==> src/rtl/fpba_pkg.sv <==
// Shared types and constants for the fit-policy block allocator.
// Used by fpba_mem, fpba_scan and fit_policy_block_allocator; no dependencies.
package fpba_pkg;

	localparam int NUM_BLOCKS_DEF = 16;
	localparam int SIZE_BITS_DEF  = 16;

	localparam int CFG_IDX_W  = 2;
	localparam int CFG_DATA_W = 5;
	localparam int INDEX_W    = 4;
	localparam int AMOUNT_W   = 16;
	localparam int MODE_W     = 2;
	localparam int BCOUNT_W   = 5;

	localparam logic [CFG_IDX_W-1:0] CFG_FIT_MODE    = 2'd0;
	localparam logic [CFG_IDX_W-1:0] CFG_BLOCK_COUNT = 2'd1;

	localparam logic [MODE_W-1:0] MODE_FIRST = 2'd0;
	localparam logic [MODE_W-1:0] MODE_BEST  = 2'd1;
	localparam logic [MODE_W-1:0] MODE_WORST = 2'd2;

	localparam logic [BCOUNT_W-1:0] BLOCK_COUNT_RST = 5'd16;

	localparam logic ACT_LOAD    = 1'b0;
	localparam logic ACT_REQUEST = 1'b1;

	typedef enum logic [1:0] {
		ST_IDLE,
		ST_SCAN,
		ST_DRAIN,
		ST_FINISH
	} fpba_state_t;

	typedef struct packed {
		logic [MODE_W-1:0]   fit_mode;
		logic [BCOUNT_W-1:0] block_count;
	} fpba_cfg_t;

	typedef struct packed {
		logic                granted;
		logic [INDEX_W-1:0]  chosen_block;
		logic [AMOUNT_W-1:0] space_left;
	} fpba_res_t;

endpackage

==> src/rtl/fpba_mem.sv <==
// Free-space table: one write port, one read port with registered read data.
// Per-entry valid bits make unwritten entries read as zero after reset. Uses fpba_pkg.
module fpba_mem #(
	parameter int NUM_BLOCKS = fpba_pkg::NUM_BLOCKS_DEF,
	parameter int SIZE_BITS  = fpba_pkg::SIZE_BITS_DEF
) (
	input  logic                          clk,
	input  logic                          arst_n,
	input  logic                          we,
	input  logic [$clog2(NUM_BLOCKS)-1:0] waddr,
	input  logic [SIZE_BITS-1:0]          wdata,
	input  logic                          re,
	input  logic [$clog2(NUM_BLOCKS)-1:0] raddr,
	output logic [SIZE_BITS-1:0]          rdata
);
	import fpba_pkg::*;

	logic [SIZE_BITS-1:0]  mem [NUM_BLOCKS];
	logic [NUM_BLOCKS-1:0] vld_q;
	logic [SIZE_BITS-1:0]  rd_data_q;
	logic                  rd_vld_q;

	always_ff @(posedge clk) begin
		if (we) begin
			mem[waddr] <= wdata;
		end
		if (re) begin
			rd_data_q <= mem[raddr];
			rd_vld_q  <= vld_q[raddr];
		end
	end

	always_ff @(posedge clk or negedge arst_n) begin
		if (!arst_n) begin
			vld_q <= '0;
		end else if (we) begin
			vld_q[waddr] <= 1'b1;
		end
	end

	assign rdata = rd_vld_q ? rd_data_q : '0;

endmodule

==> src/rtl/fpba_scan.sv <==
// Request sequencer: applies loads, scans the table one entry per cycle,
// keeps the running pick and writes the winner back. Uses fpba_pkg and fpba_mem.
module fpba_scan #(
	parameter int NUM_BLOCKS = fpba_pkg::NUM_BLOCKS_DEF,
	parameter int SIZE_BITS  = fpba_pkg::SIZE_BITS_DEF
) (
	input  logic                                clk,
	input  logic                                arst_n,
	input  fpba_pkg::fpba_cfg_t                 cfg,
	input  logic                                in_valid,
	output logic                                in_ready,
	input  logic                                in_action,
	input  logic [fpba_pkg::INDEX_W-1:0]        in_load_index,
	input  logic [fpba_pkg::AMOUNT_W-1:0]       in_amount,
	output logic                                res_valid,
	input  logic                                res_ready,
	output fpba_pkg::fpba_res_t                 res
);
	import fpba_pkg::*;

	localparam int IDX_W = $clog2(NUM_BLOCKS);
	localparam int CNT_W = $clog2(NUM_BLOCKS + 1);
	localparam int LW    = (CNT_W > BCOUNT_W) ? CNT_W : BCOUNT_W;
	localparam int LIW   = (CNT_W > INDEX_W) ? CNT_W : INDEX_W;
	localparam int CW    = (SIZE_BITS > AMOUNT_W) ? SIZE_BITS : AMOUNT_W;

	fpba_state_t state_q, state_d;

	logic [MODE_W-1:0]    mode_q;
	logic [CNT_W-1:0]     limit_q;
	logic [CNT_W-1:0]     cnt_q;
	logic [AMOUNT_W-1:0]  amt_q;
	logic                 found_q;
	logic [IDX_W-1:0]     best_idx_q;
	logic [SIZE_BITS-1:0] best_val_q;
	logic                 rd_vld_s1;
	logic [IDX_W-1:0]     idx_s1;

	logic                 accept;
	logic                 load_ok;
	logic [LW-1:0]        bc_ext;
	logic [CNT_W-1:0]     limit;
	logic                 last_rd;
	logic                 mem_we;
	logic [IDX_W-1:0]     mem_waddr;
	logic [SIZE_BITS-1:0] mem_wdata;
	logic                 mem_re;
	logic [SIZE_BITS-1:0] mem_rdata;
	logic [SIZE_BITS-1:0] new_val;
	logic                 fits;
	logic                 better;
	logic                 take;

	fpba_mem #(
		.NUM_BLOCKS(NUM_BLOCKS),
		.SIZE_BITS (SIZE_BITS)
	) u_mem (
		.clk   (clk),
		.arst_n(arst_n),
		.we    (mem_we),
		.waddr (mem_waddr),
		.wdata (mem_wdata),
		.re    (mem_re),
		.raddr (cnt_q[IDX_W-1:0]),
		.rdata (mem_rdata)
	);

	assign accept  = in_valid && in_ready;
	assign load_ok = LIW'(in_load_index) < LIW'(NUM_BLOCKS);
	assign bc_ext  = LW'(cfg.block_count);
	assign limit   = (bc_ext > LW'(NUM_BLOCKS)) ? CNT_W'(NUM_BLOCKS) : CNT_W'(bc_ext);
	assign last_rd = (cnt_q + CNT_W'(1)) == limit_q;
	assign new_val = best_val_q - SIZE_BITS'(amt_q);

	assign fits = CW'(mem_rdata) >= CW'(amt_q);
	always_comb begin
		unique case (mode_q)
			MODE_BEST:  better = mem_rdata < best_val_q;
			MODE_WORST: better = mem_rdata > best_val_q;
			default:    better = 1'b0;
		endcase
	end
	assign take = rd_vld_s1 && fits && (!found_q || better);

	always_comb begin
		state_d   = state_q;
		in_ready  = 1'b0;
		res_valid = 1'b0;
		mem_re    = 1'b0;
		mem_we    = 1'b0;
		mem_waddr = IDX_W'(in_load_index);
		mem_wdata = SIZE_BITS'(in_amount);
		unique case (state_q)
			ST_IDLE: begin
				in_ready = 1'b1;
				if (in_valid) begin
					if (in_action == ACT_LOAD) begin
						mem_we = load_ok;
					end else if (limit == '0) begin
						state_d = ST_FINISH;
					end else begin
						state_d = ST_SCAN;
					end
				end
			end
			ST_SCAN: begin
				mem_re = 1'b1;
				if (last_rd) begin
					state_d = ST_DRAIN;
				end
			end
			ST_DRAIN: begin
				state_d = ST_FINISH;
			end
			ST_FINISH: begin
				res_valid = 1'b1;
				mem_waddr = best_idx_q;
				mem_wdata = new_val;
				if (res_ready) begin
					mem_we  = found_q;
					state_d = ST_IDLE;
				end
			end
			default: state_d = ST_IDLE;
		endcase
	end

	always_comb begin
		res.granted      = found_q;
		res.chosen_block = found_q ? INDEX_W'(best_idx_q) : '0;
		res.space_left   = found_q ? AMOUNT_W'(new_val) : '0;
	end

	always_ff @(posedge clk or negedge arst_n) begin
		if (!arst_n) begin
			state_q   <= ST_IDLE;
			found_q   <= 1'b0;
			rd_vld_s1 <= 1'b0;
		end else begin
			state_q   <= state_d;
			rd_vld_s1 <= mem_re;
			if (accept) begin
				found_q <= 1'b0;
			end else if (take) begin
				found_q <= 1'b1;
			end
		end
	end

	always_ff @(posedge clk) begin
		if (accept) begin
			mode_q  <= cfg.fit_mode;
			limit_q <= limit;
			amt_q   <= in_amount;
			cnt_q   <= '0;
		end else if (mem_re) begin
			cnt_q <= cnt_q + CNT_W'(1);
		end
		idx_s1 <= cnt_q[IDX_W-1:0];
		if (take) begin
			best_idx_q <= idx_s1;
			best_val_q <= mem_rdata;
		end
	end

endmodule

==> src/rtl/fit_policy_block_allocator.sv <==
// Fit-policy block allocator, top level. A load writes one table entry and gives no result.
// A request scans block_count entries (block_count capped at NUM_BLOCKS, no scan when
// it is zero): the scan reads one table entry per cycle through the single memory read port,
// then writes back. One item is in flight at a time; the output register lets the next item
// start while a result waits. Reset clears the table to zero, fit_mode to first fit,
// block_count to 16.
module fit_policy_block_allocator #(
	parameter int NUM_BLOCKS = fpba_pkg::NUM_BLOCKS_DEF,
	parameter int SIZE_BITS  = fpba_pkg::SIZE_BITS_DEF
) (
	input  logic                               clk,
	input  logic                               arst_n,
	input  logic                               cfg_valid,
	output logic                               cfg_ready,
	input  logic [fpba_pkg::CFG_IDX_W-1:0]     cfg_index,
	input  logic [fpba_pkg::CFG_DATA_W-1:0]    cfg_data,
	input  logic                               s_tvalid,
	output logic                               s_tready,
	input  logic [23:0]                        s_tdata,  // load_index[3:0], amount[19:4]
	input  logic                               s_tuser,  // action
	output logic                               m_tvalid,
	input  logic                               m_tready,
	output logic [23:0]                        m_tdata,  // chosen_block[3:0], space_left[19:4]
	output logic                               m_tuser   // granted
);
	import fpba_pkg::*;

	fpba_cfg_t cfg_q;
	fpba_res_t res;
	fpba_res_t out_res_q;
	logic      out_vld_q;
	logic      res_valid;
	logic      res_ready;

	assign cfg_ready = 1'b1;

	always_ff @(posedge clk or negedge arst_n) begin
		if (!arst_n) begin
			cfg_q.fit_mode    <= MODE_FIRST;
			cfg_q.block_count <= BLOCK_COUNT_RST;
		end else if (cfg_valid) begin
			unique case (cfg_index)
				CFG_FIT_MODE:    cfg_q.fit_mode    <= cfg_data[MODE_W-1:0];
				CFG_BLOCK_COUNT: cfg_q.block_count <= cfg_data[BCOUNT_W-1:0];
				default: ;
			endcase
		end
	end

	fpba_scan #(
		.NUM_BLOCKS(NUM_BLOCKS),
		.SIZE_BITS (SIZE_BITS)
	) u_scan (
		.clk          (clk),
		.arst_n       (arst_n),
		.cfg          (cfg_q),
		.in_valid     (s_tvalid),
		.in_ready     (s_tready),
		.in_action    (s_tuser),
		.in_load_index(s_tdata[3:0]),
		.in_amount    (s_tdata[19:4]),
		.res_valid    (res_valid),
		.res_ready    (res_ready),
		.res          (res)
	);

	assign res_ready = !out_vld_q || m_tready;

	always_ff @(posedge clk or negedge arst_n) begin
		if (!arst_n) begin
			out_vld_q <= 1'b0;
		end else if (res_ready) begin
			out_vld_q <= res_valid;
		end
	end

	always_ff @(posedge clk) begin
		if (res_ready && res_valid) begin
			out_res_q <= res;
		end
	end

	assign m_tvalid = out_vld_q;
	assign m_tuser  = out_res_q.granted;
	assign m_tdata  = {4'd0, out_res_q.space_left, out_res_q.chosen_block};

	a_nogrant_zero: assert property (@(posedge clk) disable iff (!arst_n)
		m_tvalid && !m_tuser |-> m_tdata == 24'd0)
		else $error("refused request carries nonzero data");

	a_req_busy: assert property (@(posedge clk) disable iff (!arst_n)
		s_tvalid && s_tready && s_tuser == ACT_REQUEST |=> !s_tready)
		else $error("request accepted without leaving idle");

	a_res_not_idle: assert property (@(posedge clk) disable iff (!arst_n)
		res_valid |-> !s_tready)
		else $error("result offered while input side is open");

endmodule

==> config.mk <==
export PLATFORM = sky130hd
export DESIGN_NAME = fit_policy_block_allocator
export DESIGN_NICKNAME = d
export VERILOG_FILES = /design/src/rtl/fpba_pkg.sv /design/src/rtl/fpba_mem.sv /design/src/rtl/fpba_scan.sv /design/src/rtl/fit_policy_block_allocator.sv
export SDC_FILE = /design/constraint.sdc
export NUM_CORES = 1
export LEC_CHECK = 0
export BUFFER_PORTS_ARGS = -buffer_cell sky130_fd_sc_hd__buf_4
export CAP_MARGIN = 20
export CORE_UTILIZATION = 60
export CTS_CLUSTER_DIAMETER = 100
export CTS_CLUSTER_SIZE = 20
export DETAILED_ROUTE_END_ITERATION = 6
export PLACE_DENSITY_LB_ADDON = 0.25
export SYNTH_ARGS = -nofsm -noshare
export SYNTH_HDL_FRONTEND = slang
export SYNTH_SLANG_ARGS = --single-unit
==> constraint.sdc <==
create_clock -name clk -period 5.85 [get_ports clk]
set_input_delay 1.17 -clock clk [delete_from_list [all_inputs] [get_ports clk]]
set_output_delay 1.17 -clock clk [all_outputs]
set_load 0.02 [all_outputs]
* Yosys cells after proc, flatten, opt, wreduce, memory -nomap -nowiden
Memories as Yosys holds them, arrays and structs flattened. A register that Yosys moved wholly into a read port is not among the register bits.
Cells that the tools add are included.
W data, S select, Z words.
** Storage, ports and cells
- Logic and storage cells :: 82
- Memories :: 1
- Memory bits (writable) :: 256
- Bits in registers :: 102
- Output and inout bits :: 28
- Input port bits :: 37
** Operators by class
- Muxes and demuxes :: 26
- Equal/unequal tests :: 11
- Bitwise operators :: 1
- $lt $le $gt $ge :: 7
- Add/sub/neg operators :: 2
- Reductions and logical operators :: 16
** Memory list
- u_scan.u_mem.mem :: depth 16, bits a word 16, read ports 1, clocked after Yosys merged registers in 1, write ports 1, RTL line fpba_mem.sv:18 : logic [SIZE_BITS-1:0] mem [NUM_BLOCKS];
** Operators with widths (count)
- $mux W16 :: 2
- $ge A16 B16 Y1 :: 1
- $gt A16 B16 Y1 :: 1
- $lt A16 B16 Y1 :: 1
- $or A16 B16 Y16 :: 1
- $sub A16 B16 Y16 :: 1
- $mux W1 :: 12
- $lt A4 B5 Y1 const B :: 2
- $mux W2 :: 5
- $pmux W2 S4 :: 1
- $eq A2 B1 Y1 const B :: 3
- $eq A2 B2 Y1 const B :: 3
- $ne A2 B2 Y1 const B :: 3
- $add A5 B1 Y5 const B :: 1
- $eq A5 B5 Y1 :: 1
- $gt A5 B5 Y1 const B :: 1
- $logic_and A1 B1 Y1 :: 5
- $logic_not A5 Y1 :: 1
- $mux W5 :: 1
- $bmux W1 S4 :: 1
- $demux W1 S4 :: 1
- $ge A4 B1 Y1 const B :: 1
- $logic_not A2 Y1 :: 2
- $mux W4 :: 1
- 7 further kinds :: 11

* Logic depth before layout (Yosys ltp)
Gate-level depths: netlist (run 1).
- Depth after elaboration :: 7
- Gate-level depth with buffers :: 10
- Mapped depth without buffers :: 9

* Hierarchy
A second synthesis (run 1) with hierarchy kept.
** Unflattened totals
- Cells, all modules :: 934
- Area total of the unflattened synthesis :: 15906.5 um2
** By module, submodules not included
- fpba_mem :: seq. area each 8598.2 um2, area an instance 10951.8 um2, cells an instance 491, times used 1
- fpba_scan :: seq. area each 1571.5 um2, area an instance 3947.5 um2, cells an instance 395, times used 1
- fit_policy_block_allocator :: seq. area each 832.0 um2, area an instance 1007.2 um2, cells an instance 48, times used 1

* Worst setup path before layout (run 1)
OpenSTA, ideal clock, no wires.
- Path kind :: flip-flop to flip-flop
- From :: register u_scan.u_mem.rd_vld_q
- To :: register u_scan.best_idx_q[0] (enable)
- Clock period less this slack :: 3606 ps
- Buffers on the path :: 2
- Library setup time :: 404 ps
- Cell stages (with the launch flop) :: 11
- Setup slack :: 2244 ps
- Arrival time :: 3202 ps
- Path through :: edfxtp_1 > buf_4 > clkbuf_1 > and2_1 > ha_1 > and4_1 > a2bb2oi_1 > a311o_1 > a211o_1 > mux2i_1 > a21oi_1
** Between the ends
- Cells in the longest elaborated chain, start to end :: 5
- Elaborated cells on any way between the ends :: 8
- Those cells by class :: order compare: 3; mux: 2; reduce/logical: 3
** RTL lines
- from (decl) :: RTL line fpba_mem.sv:21 : logic rd_vld_q;
- from (signal assigned) :: RTL line fpba_mem.sv:29 : rd_vld_q <= vld_q[raddr];
- $mux W16 (*) :: RTL line fpba_mem.sv:41 : assign rdata = rd_vld_q ? rd_data_q : '0;
- via u_scan.mem_rdata[6] :: RTL line fpba_scan.sv:48 : logic [SIZE_BITS-1:0] mem_rdata;
- $gt A16 B16 Y1 or $lt A16 B16 Y1 (tied branches) :: RTL line fpba_scan.sv:79, fpba_scan.sv:78
- $pmux W1 S2 :: RTL line fpba_scan.sv:77 : unique case (mode_q)
- $logic_or A1 B1 Y1 :: RTL line fpba_scan.sv:83 : assign take = rd_vld_s1 && fits && (!found_q || better);
- $logic_and A1 B1 Y1 (*) :: RTL line fpba_scan.sv:83
- via u_scan.take :: RTL line fpba_scan.sv:52 : logic take;
- to (signal assigned) :: RTL line fpba_scan.sv:161 : best_idx_q <= idx_s1;
- to (decl) :: RTL line fpba_scan.sv:34 : logic [IDX_W-1:0] best_idx_q;
The timed path passes the listed nets; every way through them passes the cells marked *.
A chain may end at the register's enable or synchronous reset.

* Final worst setup path (run 1)
- From :: register u_scan.state_q[0]
- To :: memory u_scan.u_mem.mem[4][11] (netlist name) (enable)
** Between the ends
- Cells in the longest elaborated chain, start to end :: 4
- Elaborated cells on any way between the ends :: 6
- Those cells by class :: eq/ne: 1; mux: 4; reduce/logical: 1
** RTL lines
- from (decl) :: RTL line fpba_scan.sv:27 : fpba_state_t state_q, state_d;
- from (signal assigned) :: RTL line fpba_scan.sv:140 : state_q <= state_d;
- $eq A2 B2 Y1 or $logic_not A2 Y1 (tied branches) :: RTL line fpba_scan.sv:93 : unique case (state_q)
- $pmux W1 S2 :: RTL line fpba_scan.sv:93
- $mux W1 :: RTL line fpba_mem.sv:24 : if (we) begin
- $mux W1 (implied by the code) :: RTL line fpba_mem.sv:25 : mem[waddr] <= wdata;
- to (decl) :: RTL line fpba_mem.sv:18
Parallel ways exist; a longest one is shown, timed or not.

==> impl_metrics.tcl, run 1 <==
set metrics [dict create \
    p_seq_share_pct 49.1 \
    ys_warn_count 0 \
    grt_setup_unrepaired "no" \
    cpPeakStageDelay_ns 1.01 \
    gr-total-overflow 0 \
    ant_nets 0 \
    firstDrtPassIters 7 \
    comb_power_share_pct 30.4 \
    tns_ns 0 \
    synth-seq-cells 374 \
    place_inst 1274 \
    p_clk_share_pct 20.5 \
    grt_usage_pct 23.24 \
    period_share_pct 59.17 \
    synth_area_um2 16130 \
    die_height_um 166.0 \
    grt_max_degree 68 \
    r2r-start "u_scan.state_q[0]$_DFFE_PN0P_" \
    violations "design-rule violations" \
    powerDensity_nw_per_um2 424.9 \
    vias_per_cell 6.142 \
    tightest_slew_ns 1.155 \
    ys_seq_area_share_pct 68.19 \
    worst_slack_ns 2.388 \
    ys_types 68 \
    p_leak_nw 6.379 \
    cp_max_fo 18 \
    hold_viol_final 0 \
    drt-initial-drc-count 721 \
    synth-edff-count 337 \
    cts_setup_buffers 0 \
    grt_pass1_vias 8108 \
    h-tree-depth 1 \
    grt_pass1_wl_um 47350 \
    cp_common_cell "buf_4" \
    syn_inst 901 \
    syn_area_per_cell_um2 17.91 \
    clkLatencyLatePin_ns 0.55 \
    clkTransAtPathRegs_ns 0.08 \
    hold_class "register to register" \
    slew_viol_final 0 \
    dp_slack_ns 2.020 \
    cp-startpoint "u_scan.state_q[0]$_DFFE_PN0P_" \
    clock_sinks 374 \
    power_mw 7.522 \
    numPortBuffers 55 \
    final_core_util_pct 67.55 \
    p_int_mw 5.246 \
    p_switching_mw 2.277 \
    hold_buffers 0 \
    initial_core_util_pct 61.56 \
    antenna_found_initial 0 \
    cts_buffer_depth 3 \
    vdd_ir_drop_max_v 0.0003144 \
    cp.arrival_ns 3.61 \
    min_period_ns 3.462 \
    fp.dieW_um 166.0 \
    synth_top_cell_by_area "edfxtp_1" \
    fp.coreArea_um2 26210 \
    crit_path_cell_trace "ha_1 > buf_4 > inv_1 > buf_4 > o32ai_1 > and3_1" \
    vias 8114 \
    cts_tree "yes" \
    cp-start-kind "register" \
    drv_cap 0 \
    diodes 0 \
    finalSetupViolCount 0 \
    end_kind "register" \
    numCtsBuffers 22 \
    drc 8 \
    routedWlPerCell_um 23.75 \
    clock-skew-final_ns 0.02425 \
    layout-drive-gt1-share_pct 18.05 \
    nets 1059 \
    areaGrowthSynthToFinish_pct 9.726 \
    synth_ff_type "edfxtp_1" \
    dieArea_um2 27550 \
    critPathKind "register to register" \
    status "finished, violations left" \
    num_rows 59 \
    synthTopCellsByArea "edfxtp_1 (63%), mux4_1 (7.5%), mux4_2 (5.4%), dfrtp_1 (4.2%), ha_1 (4.0%)" \
    synth_top_area_share_pct 62.73 \
    final_cells 1321 \
    async_flop_share_pct 7.487 \
    critPathSlowestCell "and3_1" \
    p_sw_share_pct 30.26 \
    boundaryPins 65 \
    hpwl_um 19710 \
    relSlewSlack_pct 23.02 \
    crit_required_ns 6.00 \
    cts.root.buffer_cell "clkbuf_16" \
    wirelength_um 31380 \
    place.gp.congestion 0.8724 \
    max_freq_mhz 288.9 \
    cts-resized-gates 0 \
    min_from "u_scan.idx_s1[2]$_DFF_P_" \
]
power groups by stage:
stage                     logic, mW  clock network (mW)  registers, mW
after detailed placement       2.24                   0           3.75
after CTS                      2.26                1.58           3.70
after global routing           2.48                1.67           3.73
after floorplan                1.70                   0           3.66
final                          2.29                1.55           3.69
after global placement         2.17                   0           3.75
cell families (layout without fill, tap and decap cells):
kind of cell	Yosys count	in the layout	share of synthesized area (%)
AOI/OAI and AO/OA	87	87	3.653
xor gates and xnor gates	25	25	1.357
adders and majority gates	52	52	4.079
buffers and inverters	85	167	2.575
DFF	374	374	68.19
muxes	106	106	14.36
other	2	5	0.04655
and+or+nand+nor	170	170	5.731
layout by cell type, fill, tap and decap left out, types with 23 or more instances in the layout:
cell / instances
mux4_2: 39
clkbuf_16: 23
nor2_1: 34
buf_4: 69
nand2_1: 23
ha_1: 51
mux4_1: 46
dfrtp_1: 27
inv_1: 48
and2_1: 35
a21oi_1: 23
edfxtp_1: 337
stage by stage:
stage                     cell area [um^2]  hold slack (ns)
after global routing                 17700           0.4167
final                                17700           0.4104
after global placement               16840           0.3858
after CTS                            17560           0.4110
after detailed placement             16910           0.3906
after floorplan                      16140           0.3529
synthesized netlist by cell type (4+ instances only):
| cell type | count |
|---|---|
| nand4_1 | 7 |
| mux2i_1 | 5 |
| o21ai_0 | 12 |
| mux2_2 | 16 |
| dfrtp_1 | 27 |
| buf_2 | 5 |
| nor2_1 | 34 |
| xor2_1 | 7 |
| nor3b_1 | 4 |
| a21oi_1 | 24 |
| ha_1 | 51 |
| buf_4 | 6 |
| clkbuf_1 | 16 |
| and3_1 | 9 |
| buf_6 | 6 |
| mux4_1 | 46 |
| or2_2 | 16 |
| nor3_1 | 8 |
| inv_1 | 48 |
| nand2_1 | 23 |
| nand3b_1 | 4 |
| edfxtp_1 | 337 |
| and2_1 | 35 |
| xnor2_1 | 18 |
| a211oi_1 | 6 |
| nand3_1 | 8 |
| o211ai_1 | 5 |
| a21o_1 | 6 |
| dfxtp_1 | 9 |
| nand2b_1 | 7 |
| mux4_2 | 39 |
| nor2b_1 | 6 |
area by class of cell:
cell class / instances / area [um^2]
flip-flops and latches: 374 / 11010
fillers: 1698 / 8504
multi-input cells: 445 / 4731
repair buffers: 78 / 711.9
clock buffers: 38 / 610.6
well taps: 335 / 419.2
inverters: 49 / 183.9
clock inverters: 2 / 38.79
worst max-delay path: cells and delay by family (launching register included):
family | cells | cell delay [ns]
AND/OR/NAND/NOR | 1 | 1.01
buffers and inverters | 3 | 0.61
AO/OA/AOI/OAI | 1 | 0.58
adder cells (fa/ha/maj) | 1 | 0.46
flip-flops | 1 | 0.39
state kept, by name, summed over array words and instances (netlist names), 2 cells and up:
name	flops
u_scan.amt_q	16
u_scan.mode_q	2
u_scan.u_mem.mem	256
u_scan.limit_q	5
m_tdata	20
u_scan.u_mem.vld_q	16
u_scan.state_q	2
cfg_q	7
u_scan.best_val_q	16
u_scan.u_mem.rd_data_q	16
u_scan.idx_s1	4
u_scan.cnt_q	5
u_scan.best_idx_q	4
path summary, 6_finish.rpt:
path,slack [ns],endpoint,depth (start not counted)
hold reg to reg,0.41,u_scan.best_idx_q[2]$_DFFE_PP_,0
setup / recovery,2.39,u_scan.u_mem.mem[4][11]$_DFFE_PP_,6
setup reg to reg,2.39,u_scan.u_mem.mem[4][11]$_DFFE_PP_,6
hold / removal,0.41,u_scan.best_idx_q[2]$_DFFE_PP_,0
max in group asynchronous,4.98,cfg_q[4]$_DFFE_PN1P_,1
min in group asynchronous,0.55,u_scan.u_mem.vld_q[6]$_DFFE_PN0P_,1
layer usage:
metal	up-vias	track usage (%)	wire [um]
met5	-	0	0
met4	0	6.664	762
met2	277	38.91	15320
met3	49	3.074	1738
met1	4097	32.42	13560
li1	3691	-	-
Note: power is estimated with default switching activity, not from simulation.
==> run 2, diff against run 1 <==
==> constraint.sdc (replaced) <==
create_clock -name clk -period 3.3 [get_ports clk]
set_input_delay 0.66 -clock clk [delete_from_list [all_inputs] [get_ports clk]]
set_output_delay 0.66 -clock clk [all_outputs]
set_load 0.02 [all_outputs]
==> impl_metrics.tcl, run 2 (synthesis results as in run 1) <==
set metrics [dict create \
    critPathSlowestCell "edfxtp_1" \
    grt_pass1_vias 8368 \
    fp.coreArea_um2 26210 \
    relSlewSlack_pct 61.45 \
    regMostFlops "u_scan.u_mem.mem" \
    cp_max_fo 16 \
    end_kind "register" \
    hold_viol_final 0 \
    clkLatencyLatePin_ns 0.55 \
    clock-skew-final_ns 0.02319 \
    antenna_found_initial 0 \
    hpwl_um 20460 \
    diodes 0 \
    grt_pass1_wl_um 50220 \
    ant_nets 0 \
    cts.root.buffer_cell "clkbuf_16" \
    cts_tree "yes" \
    vdd_ir_drop_max_v 0.0003992 \
    areaGrowthSynthToFinish_pct 9.889 \
    placed_cell_area_um2 17060 \
    largest_register_ff_count 256 \
    slew_viol_final 0 \
    power_mw 13.43 \
    clkTransAtPathRegs_ns 0.08 \
    finalInstanceArea_um2 17730 \
    numCtsBuffers 22 \
    cts_setup_buffers 0 \
    wirelength_um 33190 \
    nets 1076 \
    crit_path_cell_trace "and2_1 > ha_1 > and4_1 > a2bb2oi_1 > a311o_1 > a211o_1 > mux2i_1 > a21oi_2 > buf_4" \
    dp_slack_ns 0.1496 \
    initial_core_util_pct 61.56 \
    clock_sinks 374 \
    period_share_pct 92.04 \
    place.gp.congestion 0.8559 \
    grt_max_degree 37 \
    die_height_um 166.0 \
    hold_class "input port to async pin" \
    h-tree-depth 1 \
    vias_per_cell 6.286 \
    drc 8 \
    grt_usage_pct 24.78 \
    violations "design-rule violations" \
    dieArea_um2 27550 \
    layout-drive-gt1-share_pct 19.44 \
    register_area_um2 11010 \
    finalSetupViolCount 0 \
    tightest_slew_ns 0.5738 \
    cp-start-kind "register" \
    vias 8411 \
    multi_input_area_um2 4731 \
    boundaryPins 65 \
    cpPeakStageDelay_ns 0.57 \
    mostFrequentLayoutCell "edfxtp_1" \
    final_cell_mix "edfxtp_1 (337), buf_4 (93), ha_1 (51)" \
    worst_slack_ns 0.2627 \
    numPortBuffers 55 \
    cts-resized-gates 0 \
    min_period_ns 3.037 \
    powerDensity_nw_per_um2 757.8 \
    crit_required_ns 3.53 \
    critPathKind "register to register" \
    hold_buffers 0 \
    drt-initial-drc-count 941 \
    num_rows 59 \
    fp.dieW_um 166.0 \
    firstDrtPassIters 7 \
    drv_cap 0 \
    cp.arrival_ns 3.27 \
    p_leak_nw 6.440 \
    fill_cells 1718 \
    tns_ns 0 \
    grt_setup_unrepaired "no" \
    routedWlPerCell_um 24.81 \
    status "finished, violations left" \
    cpLargestDelayFamily "compound AO/OA/AOI/OAI gates" \
    gr-total-overflow 0 \
    cts_buffer_depth 3 \
    max_freq_mhz 329.2 \
    crit_buf_inv 1 \
]
==> run 2: changes by cell type in the layout (fill, tap and decap cells not counted) <==
cell       before  now
buf_12          0    2
buf_16          4    0
buf_4          69   93
buf_8           3    0
clkbuf_16      23   22
clkbuf_8        1    0
==> run 2: final timing paths <==
path	startpoint	endpoint	slack (ns)	cells past startpoint
worst max register to register	u_scan.u_mem.rd_vld_q$_DFFE_PP_	u_scan.best_val_q[11]$_DFFE_PP_	0.26	9
worst min-delay path	arst_n	u_scan.u_mem.vld_q[12]$_DFFE_PN0P_	0.04	1
max in group asynchronous	arst_n	cfg_q[4]$_DFFE_PN1P_	2.93	1
worst min register to register	u_scan.idx_s1[2]$_DFF_P_	u_scan.best_idx_q[2]$_DFFE_PP_	0.41	0
min in group clk	s_tdata[12]	u_scan.amt_q[8]$_DFFE_PP_	0.30	1
worst max-delay path	u_scan.u_mem.rd_vld_q$_DFFE_PP_	u_scan.best_val_q[11]$_DFFE_PP_	0.26	9
==> run 2: metal layers <==
metal  track usage, %  vias to the layer above  routed length (um)
met3            3.122                       58                1971
met4            6.786                        0                 817
li1                 -                     3719                   -
met2            40.93                      298               16220
met1            35.38                     4336               14180
met5                0                        -                   0
==> run 2: final cells by class <==
| class | count | share of cell area, % |
|---|---|---|
| Clock buffer | 38 | 3.444 |
| Clock inverter | 2 | 0.2188 |
| Inverter | 49 | 1.037 |
| Multi-Input combinational cell | 445 | 26.68 |
| Sequential cell | 374 | 62.09 |
| Tap cell | 335 | 2.364 |
| Timing Repair Buffer | 95 | 4.164 |
==> run 2: through the flow <==
stage	cells	hold WS, ns	utilization, %
CTS	1336	0.03201	67.59
global placement	1296	0.3858	65.11
floorplan	904	0.3529	-
global route	1338	0.05118	67.65
detailed placement	1296	0.3887	65.11
finish	1338	0.03617	67.65
==> run 2: where the power goes <==
part | internal [mW] | total (mW) | switching [mW]
sequential | 6.16 | 6.45 | 0.288
clock | 1.28 | 2.75 | 1.47
combinational | 1.87 | 4.24 | 2.36
